**src/sv/gn3_fifo.sv**
```systemverilog
// Small first-word-fall-through queue held in registers.
// Used between the front and back parts and on the result side. No dependencies.
module gn3_fifo #(
   parameter int WIDTH = 8,
   parameter int DEPTH = 8
) (
   input  logic             clock,
   input  logic             reset,
   input  logic             push,
   input  logic [WIDTH-1:0] wdata,
   input  logic             pop,
   output logic [WIDTH-1:0] rdata,
   output logic             empty
);
   localparam int AW = $clog2(DEPTH);
   localparam int CW = $clog2(DEPTH + 1);

   logic [WIDTH-1:0] mem_ff [DEPTH];
   logic [AW-1:0]    wr_ff, wr_in, rd_ff, rd_in;
   logic [CW-1:0]    cnt_ff, cnt_in;

   assign empty = (cnt_ff == '0);
   assign rdata = mem_ff[rd_ff];

   assign wr_in  = !push ? wr_ff : (wr_ff == AW'(DEPTH - 1)) ? '0 : wr_ff + 1'b1;
   assign rd_in  = !pop  ? rd_ff : (rd_ff == AW'(DEPTH - 1)) ? '0 : rd_ff + 1'b1;
   assign cnt_in = cnt_ff + CW'(push) - CW'(pop);

   always_ff @(posedge clock) begin
      if (reset) begin
         wr_ff  <= '0;
         rd_ff  <= '0;
         cnt_ff <= '0;
      end else begin
         wr_ff  <= wr_in;
         rd_ff  <= rd_in;
         cnt_ff <= cnt_in;
      end
   end

   always_ff @(posedge clock) begin
      if (push) begin
         mem_ff[wr_ff] <= wdata;
      end
   end
endmodule

```
**config.mk**
```make
export PLATFORM = sky130hd
export DESIGN_NAME = gn3_fifo
export DESIGN_NICKNAME = d
export VERILOG_FILES = /design/src/sv/gn3_fifo.sv
export SDC_FILE = /design/constraint.sdc
export NUM_CORES = 1
export LEC_CHECK = 0
export ABC_AREA = 1
export BUFFER_PORTS_ARGS = -buffer_cell sky130_fd_sc_hd__buf_2
export CORE_MARGIN = 4
export CORE_UTILIZATION = 34
export DETAILED_ROUTE_END_ITERATION = 7
export GPL_TIMING_DRIVEN = 0
export HOLD_SLACK_MARGIN = 0.15
export PLACE_DENSITY = 0.56
export SYNTH_ARGS = -nofsm -noshare
export SYNTH_HDL_FRONTEND = slang
export SYNTH_SLANG_ARGS = --single-unit
```
**constraint.sdc**
```tcl
create_clock -name clock -period 1.5 [get_ports clock]
set_input_delay 0.375 -clock clock [delete_from_list [all_inputs] [get_ports clock]]
set_output_delay 0.375 -clock clock [all_outputs]
set_load 0.02 [all_outputs]
```
==> results.cfg, run 1 <==
[finish]
drive_gt1_frac = 0.238
utilization = 0.439
stdcell_area_sq_um = 4350
fillers = 961
synthToLayoutAreaGrowth_pct = 24.2
final_nets = 422
insertedDiodeCount = 0

[cts]
path_clk_slew_ns = 0.07
cts_sinks = 77
clockBufferDepth = 2
numCtsBuffers = 9
clock_latency_ns = 0.35
cts_tree = built
cts_root_buf = clkbuf_8
htree_num_levels = 3

[setup_path]
cp_max_fo = 10
timing.rr.start = cnt_ff[0]$_SDFF_PP0_
critPathSlowestCell = dfxtp_2
cpPeakStageDelay_ns = 0.32
rr_endpoint = cnt_ff[1]$_SDFF_PP0_
required_ns = 1.12
r2r_slack_ns = -0.03
crit_path_end_kind = output pin
crit_chain = buf_6 -> buf_12 -> buf_12 -> nand3_1 -> nand2_1 -> nand2_2 -> nand2_2 -> buf_6
criticalPathCategory = reg -> out
r2r_cells = 7
startpoint_type = register
worst_ep_arrival_time_ns = 1.47

[hold_path]
hold_class = in -> reg
holdPathStages = 2
hold_end = cnt_ff[0]$_SDFF_PP0_
hp-start = reset

[placed_design]
gp_congestion = 0.746
dp_slack_ns = -0.369
dp_hpwl_microns = 4660
portBuffers = 20
postPlaceCellArea_sq_um = 3770

[sta]
hold_viol = 0
fmax_mhz = 542
rsz0062_at_grt = true
final-max-slew-violation-count = 0
setup_viol = 9
min_period_over_period = 1.23
skew_ns = 0.00848
period_minus_slack_ns = 1.84
setup_slack_ns = -0.345
slew_headroom = 0.626
worst_pin_slew_ns = 0.561

[route]
drt_iter0_drc = 85
drtPass1Iterations = 4
drc_errors = 0
wl_microns = 7380
drt-wirelength-per-cell_microns = 13.7
via_per_inst = 4.34
ant_nets = 0
num_vias = 2332

[floorplan]
ios = 21
initial_utilization = 0.353
die_h_microns = 109
die_w_microns = 109
coreArea_sq_um = 9910
rows = 36
dieArea_sq_um = 12000

[logic_synthesis]
ys_seq_elements = 77
synth_top_area_share = 0.549
yosysTopAreaCell = edfxtp_1
ys_seq_area_frac = 0.624
syn_area_per_cell_sq_um = 9.67
yosys.cell_types.count = 19
synthTopCellsByArea = edfxtp_1 55%, nand2_1 12%, inv_1 8.7%, dfxtp_1 7.4%, nand3_1 4.9%
syn-num-nets = 384
synthesis.area_sq_um = 3500
yosysWarningCount = 0
postSynthCellCount = 362

[global_routing]
grt_pass1_vias = 2366
grt_max_degree = 13
overflow = 0
antenna_found_initial = 0
gr-usage-all-layers = 0.135
grt_pass1_wl_microns = 11900

[power_and_ir_drop]
power_density_nw_per_um2 = 1250
p_leak_nw = 1.96
ir_worst_vdd_mv = 0.686

[run_status]
status = finished with violations
violations = negative setup slack

[run]
maxCapViolCount = 0
## flip-flops by register name (all words and copies together), names as in the netlist, named ones only
signal  cells
cnt_ff      4
mem_ff     64
rd_ff       3
wr_ff       3
## cells in the final DEF, fill, tap and decap left out, types with 2 or more instances in the layout
| master | instances |
|---|---|
| o21ai_0 | 2 |
| nand3_1 | 30 |
| buf_12 | 3 |
| clkbuf_8 | 9 |
| nor2_1 | 8 |
| buf_4 | 6 |
| nor2_2 | 6 |
| ha_4 | 3 |
| buf_6 | 12 |
| nand2_2 | 16 |
| ha_1 | 6 |
| buf_8 | 5 |
| nand3_2 | 4 |
| edfxtp_1 | 64 |
| a21oi_1 | 6 |
| nor2_4 | 3 |
| inv_8 | 2 |
| bufinv_16 | 4 |
| nand2_1 | 103 |
| buf_2 | 11 |
| dfxtp_2 | 4 |
| inv_2 | 4 |
| inv_1 | 76 |
| dfxtp_1 | 9 |
## how the worst max path moves through the flow
stage	start	end	slack, ns	depth (start not counted)
finish	register	rdata[6]	-0.34	8
global placement	push	mem_ff[5][3]$_DFFE_PP_	-0.37	3
global route	register	rdata[6]	-0.47	8
floorplan	pop	cnt_ff[2]$_SDFF_PP0_	-0.008	6
CTS	register	rdata[0]	-0.36	8
detailed placement	push	mem_ff[5][3]$_DFFE_PP_	-0.37	3
## worst max-delay path: cells and delay by family (launching register included)
kind / cells / cell delay (ns)
buf+inv: 4 / 0.53
flops: 1 / 0.32
simple gates: 4 / 0.28
## cells in the mapped netlist
master	count
nand2_1	109
o21ai_0	2
inv_2	1
buf_2	2
dfxtp_1	13
or2_2	1
xnor2_1	1
nand2_2	10
ha_1	9
fa_1	1
nor2_1	17
buf_6	6
a21oi_1	6
o21a_1	1
edfxtp_1	64
nand3_1	34
inv_6	1
inv_1	81
buf_4	3
## kinds of logic after synthesis
group | synth area share
AO/OA/AOI/OAI | 0.0136
XOR/XNOR | 0.00250
adder cells (fa/ha/maj) | 0.0379
buffers and inverters | 0.119
flip-flops | 0.624
AND/OR/NAND/NOR | 0.203
## through the flow
stage,hold slack (ns),total power [mW],cells,setup TNS [ns]
global placement,0.479,3.24,515,-18.08
floorplan,0.444,3.03,362,-0.00820
CTS,0.274,5.41,536,-2.75
global route,0.292,5.70,537,-3.78
detailed placement,0.492,3.27,515,-19.34
finish,0.288,5.45,537,-2.65
## layer usage
metal / share of wire / vias up / global-route usage
li1: - / 1202 / -
met1: 0.45 / 1091 / 0.167
met2: 0.50 / 34 / 0.235
met3: 0.038 / 5 / 0.0370
met4: 0.0072 / 0 / 0.0276
met5: 0 / - / 0
## what timing repair did
action | CTS | global route
resized for setup | 59 | 16
setup endpoints to repair | 75 | 31
pin swaps | 9 | 6
hold buffers | 0 | 0
buffers inserted | 5 | 1
cloned | 1 | 0
## area by class of cell
class,count,area (sq um),area share
well taps,133,166,0.0383
plain buffers,11,156,0.0360
multi-input cells,191,1010,0.233
clock buffers,10,128,0.0294
repair buffers,27,241,0.0556
flip-flops and latches,77,2190,0.503
inverters,83,330,0.0760
clock inverters,5,124,0.0285
## power by group
group	internal, mW	switching [mW]	leakage (nW)	total, mW
registers	2.42	0.0394	0.690	2.46
clock network	1.26	0.714	0.124	1.97
logic	0.448	0.568	1.14	1.02
total	4.12	1.32	1.96	5.45
Note: power is estimated with default switching activity, not from simulation.
==> run 2: changes to the inputs <==
--- a/config.mk
+++ b/config.mk
@@ -13,6 +13,7 @@
 export GPL_TIMING_DRIVEN = 0
 export HOLD_SLACK_MARGIN = 0.15
 export PLACE_DENSITY = 0.56
+export REMOVE_ABC_BUFFERS = 1
 export SYNTH_ARGS = -nofsm -noshare
 export SYNTH_HDL_FRONTEND = slang
 export SYNTH_SLANG_ARGS = --single-unit
==> run 2 against run 1 <==
  * The flow still finishes with violations (negative setup slack)
  * Clock power rose by 3%
  * First-iteration DRC count rose by 85%
  * Clock skew rose by 0.0029 ns
==> results.cfg, run 2 (synthesized netlist as in run 1, its figures left out) <==
[run_status]
status = finished with violations
violations = negative setup slack

[setup_path]
required_ns = 1.12
worst-path-buf-inv = 2
startpoint_type = register
critPathSlowestCell = dfxtp_4
crit_path_end_kind = output pin
criticalPathCategory = reg -> out
worst_ep_arrival_time_ns = 1.46
crit_chain = clkbuf_16 -> nand2_1 -> nand3_1 -> nand2_1 -> nand2_1 -> nand2_1 -> buf_6
cp_max_fo = 8
cpPeakStageDelay_ns = 0.48
timing.rr.start = cnt_ff[0]$_SDFF_PP0_
cpMostUsedCell = nand2_1
cp_top_family = flip-flops

[global_routing]
overflow = 0
grt_max_degree = 33
gr-usage-all-layers = 0.130
grt_pass1_wl_microns = 11500
antenna_found_initial = 0
grt_pass1_vias = 2229

[floorplan]
initial_utilization = 0.353
ios = 21
rows = 36
dieArea_sq_um = 12000
coreArea_sq_um = 9910
die_h_microns = 109
die_w_microns = 109

[finish]
utilization = 0.432
regArea_sq_um = 2200
final_nets = 414
top_register = mem_ff
drive_gt1_frac = 0.254
synthToLayoutAreaGrowth_pct = 22.3
final_cell_mix = 97 x nand2_1, 75 x inv_1, 64 x edfxtp_1
largest_reg_flops = 64
largest_registers = mem_ff x64, cnt_ff x4
final_common_cell = nand2_1
insertedDiodeCount = 0
fillers = 967
multiInputGateArea_sq_um = 1050

[sta]
rsz0062_at_grt = true
fmax_mhz = 545
final-max-slew-violation-count = 0
setup_viol = 10
hold_viol = 0
setup_slack_ns = -0.334
period_minus_slack_ns = 1.83
whs_ns = 0.271
min_period_over_period = 1.22
slew_headroom = 0.609
finalSetupTns_ns = -2.60
worst_pin_slew_ns = 0.586
skew_ns = 0.0114

[power_and_ir_drop]
power_density_nw_per_um2 = 1270
power_switching_mw = 1.34
switching_share = 0.246
ir_worst_vdd_mv = 0.720
seqPwrFrac = 0.454
p_comb_frac = 0.175
power.internal_mw = 4.11
pwr-share-clk = 0.371
total_power_mw = 5.45
p_leak_nw = 1.92

[cts]
path_clk_slew_ns = 0.08
clockBufferDepth = 2
cts_tree = built
htree_num_levels = 3
cts_hold_buf = 0
numCtsBuffers = 9
cts_sinks = 77
clock_latency_ns = 0.34
cts_root_buf = clkbuf_8

[placed_design]
dp_hpwl_microns = 3940
gp_congestion = 0.722
portBuffers = 20

[route]
drtPass1Iterations = 4
drt-wirelength-per-cell_microns = 13.5
drt_iter0_drc = 157
via_per_inst = 4.34
ant_nets = 0
drc_errors = 0
num_vias = 2299
wl_microns = 7150

[hold_path]
hold_class = in -> reg
hp-start = reset

[run]
maxCapViolCount = 0
[run 2: cell types whose count changed in the layout (fill, tap and decap cells not counted), sizes merged]
| cell | change |
|---|---|
| clkbuf | +1 |
| inv | +1 |
| buf | -9 |
[run 2: cell type report]
type	count	area share
Clock buffer	10	0.0298
Clock inverter	6	0.0313
Inverter	83	0.0771
Multi-Input combinational cell	191	0.245
Sequential cell	77	0.513
Tap cell	133	0.0389
Timing Repair Buffer	30	0.0649
[run 2: layer usage]
layer	share of wire	wire length, microns	track usage
met1	0.46	3290	0.166
met2	0.49	3540	0.213
met3	0.033	237	0.0411
met4	0.011	80	0.0383
met5	0	0	0
[run 2: final timing paths]
kind                                              end  slack [ns]  depth (start not counted)
worst max register to register   cnt_ff[1]$_SDFF_PP0_       -0.01                          7
worst min register to register  wr_ff[0]$_SDFFE_PP0P_        0.50                          2
worst max-delay path                         rdata[5]       -0.33                          7
worst min-delay path             cnt_ff[1]$_SDFF_PP0_        0.27                          2
[run 2: metrics by stage]
| step | setup WS [ns] | instance area, sq um | cells |
|---|---|---|---|
| finish | -0.334 | 4280 | 530 |
| global route | -0.457 | 4280 | 530 |
| CTS | -0.330 | 4090 | 529 |
| detailed placement | -1.11 | 3670 | 504 |
| global placement | -1.12 | 3670 | 504 |
| floorplan | -0.398 | 3400 | 351 |
[run 2: timing repair]
action                                  CTS  global route
pin swaps                                 2             6
endpoints found under the setup margin   75            33
resized for setup                        28            49
buffers inserted                          9             0
cloned                                    0             1
[run 2: power by group through the flow]
stage | registers (mW) | clock network, mW | logic, mW
global route | 2.49 | 2.20 | 1.09
finish | 2.48 | 2.02 | 0.953
floorplan | 2.51 | 0 | 0.482
CTS | 2.46 | 2.05 | 0.773
global placement | 2.53 | 0 | 0.656
detailed placement | 2.54 | 0 | 0.666
